## src/hdl/csdm_ram.sv

```systemverilog
module csdm_ram #(
  parameter int WIDTH = 16,
  parameter int DEPTH = 256,
  localparam int AW = $clog2(DEPTH)
) (
  input  logic             clk,
  input  logic             we,
  input  logic [AW-1:0]    waddr,
  input  logic [WIDTH-1:0] wdata,
  input  logic [AW-1:0]    raddr,
  output logic [WIDTH-1:0] rdata
);

  logic [WIDTH-1:0] mem [DEPTH];

  always_ff @(posedge clk) begin
    if (we) begin
      mem[waddr] <= wdata;
    end
    rdata <= mem[raddr];
  end

endmodule

```

## config.mk

```make
export PLATFORM = sky130hd
export DESIGN_NAME = csdm_ram
export DESIGN_NICKNAME = d
export VERILOG_FILES = /design/src/hdl/csdm_ram.sv
export SDC_FILE = /design/constraint.sdc
export NUM_CORES = 2
export LEC_CHECK = 0
export ABC_AREA = 0
export CAP_MARGIN = 15
export CORE_AREA = 2 2 501 503
export DETAILED_ROUTE_END_ITERATION = 7
export DIE_AREA = 0 0 503 505
export DONT_BUFFER_PORTS = 1
export PLACE_DENSITY = 0.8
export SYNTH_ARGS = -nofsm -noshare
export SYNTH_HDL_FRONTEND = slang
export SYNTH_SLANG_ARGS = --single-unit
```

## constraint.sdc

```tcl
create_clock -name clk -period 7.25 [get_ports clk]
set_input_delay 1.45 -clock clk [delete_from_list [all_inputs] [get_ports clk]]
set_output_delay 1.45 -clock clk [all_outputs]
set_load 0.01 [all_outputs]
```

==> qor.log <==
INFO  worst_setup_path cp.required=8050ps
INFO  synthesis      yosys_warnings=0
INFO  status         violations=max-slew violations
INFO  clock_tree     cts_hold_buf=0
INFO  hold_path      path_type_of_the_worst_min_delay_path=in -> reg
INFO  detailed_routing dr_total_vias=81568
INFO  synthesis      synth-xor-area-share=0
INFO  floorplanning  design.portCount=50
INFO  detailed_routing wire_length_on_met1=137mm
INFO  detailed_routing drt-pass1-iter-count=8
INFO  clock_tree     clock_latency=1000ps
INFO  timing         setup_viol=0
INFO  synthesis      synth-adder-area-share=0
INFO  grt            antenna_found_initial=20
INFO  synthesis      post_synth_mux_area_share=0.155
INFO  detailed_routing drc=0
INFO  synthesis      ys_ff_latch=4112
INFO  detailed_routing routed.top_layer=met5
INFO  detailed_routing overall_routed_net_length=422mm
INFO  worst_setup_path worstRegToRegCells=5
INFO  grt            grt_pass1_wl=599mm
INFO  synthesis      synth.avg_cell_area=21.6um2
INFO  synthesis      synth-compound-area-share=0.0354
INFO  layout         post_route_cells_drive_above_1_share=0.226
INFO  synthesis      synth-edff-count=4096
INFO  clock_tree     cts-resized-gates=0
INFO  placed_design  port_buffers=0
INFO  detailed_routing met3RoutedLength=61.0mm
INFO  detailed_routing dr.first_iter.drc_count=14812
INFO  clock_tree     post_cts.repair.setup_buffers=0
INFO  synthesis      synth_ff_type=sky130_fd_sc_hd__edfxtp_1
INFO  timing         slew_violations=608
INFO  timing         tns=0ps
INFO  layout         area.growth.synth_to_final=10.7%
INFO  timing         hold_viol=0
INFO  floorplanning  fp.dieH=505um
INFO  timing         slew_headroom=-1.50
INFO  floorplanning  fp.dieW=503um
INFO  floorplanning  placeableCoreArea=0.248mm2
INFO  worst_setup_path crit_arrival=7760ps
INFO  floorplanning  die_area=0.254mm2
INFO  layout         fillerInstances=13526
INFO  layout         count_of_nets_after_finishing=7682
INFO  placed_design  post-place-ws=-542ps
INFO  worst_setup_path critPathCaptureType=register
INFO  clock_tree     clk_path_buf_depth=4
INFO  detailed_routing ant_nets=0
INFO  detailed_routing wl_per_cell=37.4um
INFO  worst_setup_path criticalPathCategory=in -> reg
INFO  detailed_routing drt-vias-per-instance=7.22
INFO  synthesis      sequential_cell_area_fraction_in_the_yosys_report=0.777
INFO  synthesis      yosys.area.top_type=sky130_fd_sc_hd__edfxtp_1
INFO  grt            grt_overflow=0
INFO  floorplanning  start_util=0.639
INFO  power          p_leak=0.0556uW
INFO  synthesis      syn-num-nets=7394
INFO  synthesis      synth_cell_type_count=52
INFO  power          power_density=275mW/mm2
INFO  synthesis      synthDominantCellAreaShare=0.775
INFO  clock_tree     cts_inserted_buffers=399
INFO  timing         max_freq=144MHz
INFO  synthesis      top_cell_types_by_occurrence_after_synthesis=sky130_fd_sc_hd__edfxtp_1, sky130_fd_sc_hd__mux4_2, sky130_fd_sc_hd__mux2i_1, sky130_fd_sc_hd__nor2_1, sky130_fd_sc_hd__o221ai_1
INFO  job            max_cap_violations=0
INFO  synthesis      synth-async-reset-ratio=0
INFO  worst_setup_path crit_path_max_fanout=189
INFO  synthesis      yosys-top-cells-area=sky130_fd_sc_hd__edfxtp_1, sky130_fd_sc_hd__mux4_2, sky130_fd_sc_hd__mux2i_1, sky130_fd_sc_hd__o221ai_1, sky130_fd_sc_hd__nor2_1
INFO  synthesis      netlist_area=0.159mm2
INFO  clock_tree     clkSinkCount=4112
INFO  timing         tightest_slew=3750ps
INFO  detailed_routing wl_met2=199mm
INFO  power          ir_drop=0.000301V
INFO  grt            number_of_global_route_vias_before_repair=81655
INFO  clock_tree     htree_num_levels=5
INFO  worst_setup_path worstSetupStartpointType=primary input
INFO  grt            grt_start_max_net_pins=738
INFO  timing         grt_setup_unrepaired=false
INFO  synthesis      synthSimpleGateAreaFrac=0.0157
INFO  placed_design  place_hpwl=218mm
INFO  placed_design  routabilityCongestion=0.893
INFO  clock_tree     ctsRootBufferMaster=sky130_fd_sc_hd__clkbuf_16
INFO  clock_tree     clk_pin_slew=60ps
INFO  timing         fin_crit=6960ps
INFO  status         status=complete, but fails checks
INFO  timing         final_min_period_over_clock_period=0.960
INFO  hold_path      cell_count_of_the_worst_hold_path=0
INFO  grt            total_track_usage=0.334
INFO  synthesis      synthMostInstantiatedCell=sky130_fd_sc_hd__edfxtp_1
INFO  layout         final_util=0.708
INFO  timing         setup_slack=287ps
INFO  timing         worst_clock_skew=59.7ps
INFO  clock_tree     clock_tree_from_tritoncts=yes
INFO  synthesis      syn_inst=7360
INFO  synthesis      main_combinational_cell_family_by_area_after_synthesis=multiplexers
INFO  floorplanning  row_count=183
## metrics by stage
| step | cells | power [uW] | hold WS, ps | cell area [um2] |
|---|---|---|---|---|
| 2_1_floorplan | 7360 | 28000 | 854 | 159000 |
| 3_3_place_gp | 10570 | 28500 | 1020 | 163000 |
| 3_5_place_dp | 10573 | 28500 | 1090 | 163000 |
| 4_1_cts | 11277 | 48300 | 544 | 176000 |
| 5_1_grt | 11282 | 49300 | 546 | 176000 |
| 6_report | 11290 | 48400 | 574 | 176000 |
## power by group
part | total [uW] | switching, uW | internal (uW) | leakage (uW)
Sequential | 26300 | 79.8 | 26200 | 0.0369
Clock | 20300 | 8700 | 11600 | 0.00609
Combinational | 1830 | 1030 | 802 | 0.0125
## path summary, 6_finish.rpt
kind,slack [ps],start,endpoint
max,290,raddr[0],rdata[6]
min,570,wdata[3],mem[111][3]
max reg2reg,3870,mem[59][6],rdata[6]
min reg2reg,1080,mem[68][9],rdata[9]
## metal layers
layer / GRT usage / vias to the layer above
li1: - / 31796
met3: 0.101 / 1280
met5: 0 / -
met2: 0.515 / 6833
met1: 0.441 / 41645
met4: 0.160 / 14
## cells in the final DEF (no fill, tap or decap), types with 28 or more instances in the layout
| master | n |
|---|---|
| sky130_fd_sc_hd__mux2i_1 | 565 |
| sky130_fd_sc_hd__clkinv_1 | 68 |
| sky130_fd_sc_hd__mux4_2 | 797 |
| sky130_fd_sc_hd__nor3_1 | 89 |
| sky130_fd_sc_hd__bufinv_16 | 35 |
| sky130_fd_sc_hd__clkbuf_16 | 403 |
| sky130_fd_sc_hd__a221oi_1 | 28 |
| sky130_fd_sc_hd__o221ai_1 | 252 |
| sky130_fd_sc_hd__o21ai_0 | 35 |
| sky130_fd_sc_hd__mux2_2 | 88 |
| sky130_fd_sc_hd__a21oi_1 | 175 |
| sky130_fd_sc_hd__edfxtp_1 | 4096 |
| sky130_fd_sc_hd__a22o_1 | 32 |
| sky130_fd_sc_hd__nor2_1 | 286 |
| sky130_fd_sc_hd__clkinv_2 | 62 |
| sky130_fd_sc_hd__nand3_1 | 32 |
| sky130_fd_sc_hd__nand2_1 | 38 |
| sky130_fd_sc_hd__clkbuf_1 | 101 |
| sky130_fd_sc_hd__buf_4 | 320 |
| sky130_fd_sc_hd__a22oi_1 | 43 |
| sky130_fd_sc_hd__o22ai_1 | 148 |
## state kept, by name, summed over array words and instances, names as in the netlist
register  count
rdata        16
mem        4096
## cell type report
cell class	instances	area (um2)	area share
Multi-Input combinational cell	2792	32800	0.187
Antenna cell	9	22.5	0.000128
Clock inverter	185	1820	0.0104
Sequential cell	4112	123000	0.702
Timing Repair Buffer	339	2840	0.0162
Clock buffer	519	10700	0.0607
Tap cell	3330	4170	0.0237
Inverter	4	27.5	0.000157
## worst max-delay path, cell delays in order
cell and delay, ps:
sky130_fd_sc_hd__buf_16 620, sky130_fd_sc_hd__buf_16 730, sky130_fd_sc_hd__buf_16 830, sky130_fd_sc_hd__buf_16 660, sky130_fd_sc_hd__mux4_2 620, sky130_fd_sc_hd__mux2_2 330
sky130_fd_sc_hd__a22oi_1 210, sky130_fd_sc_hd__nand2_1 110, sky130_fd_sc_hd__o32ai_1 1040, sky130_fd_sc_hd__nor4_1 190
## kinds of logic (layout without fill, tap and decap cells)
family	Yosys count	after routing
AOI/OAI and AO/OA	786	786
muxes	1450	1450
DFF	4112	4112
and+or+nand+nor	556	556
other	0	9
buffers and inverters	456	1047
Note: power is estimated with default switching activity, not from simulation.
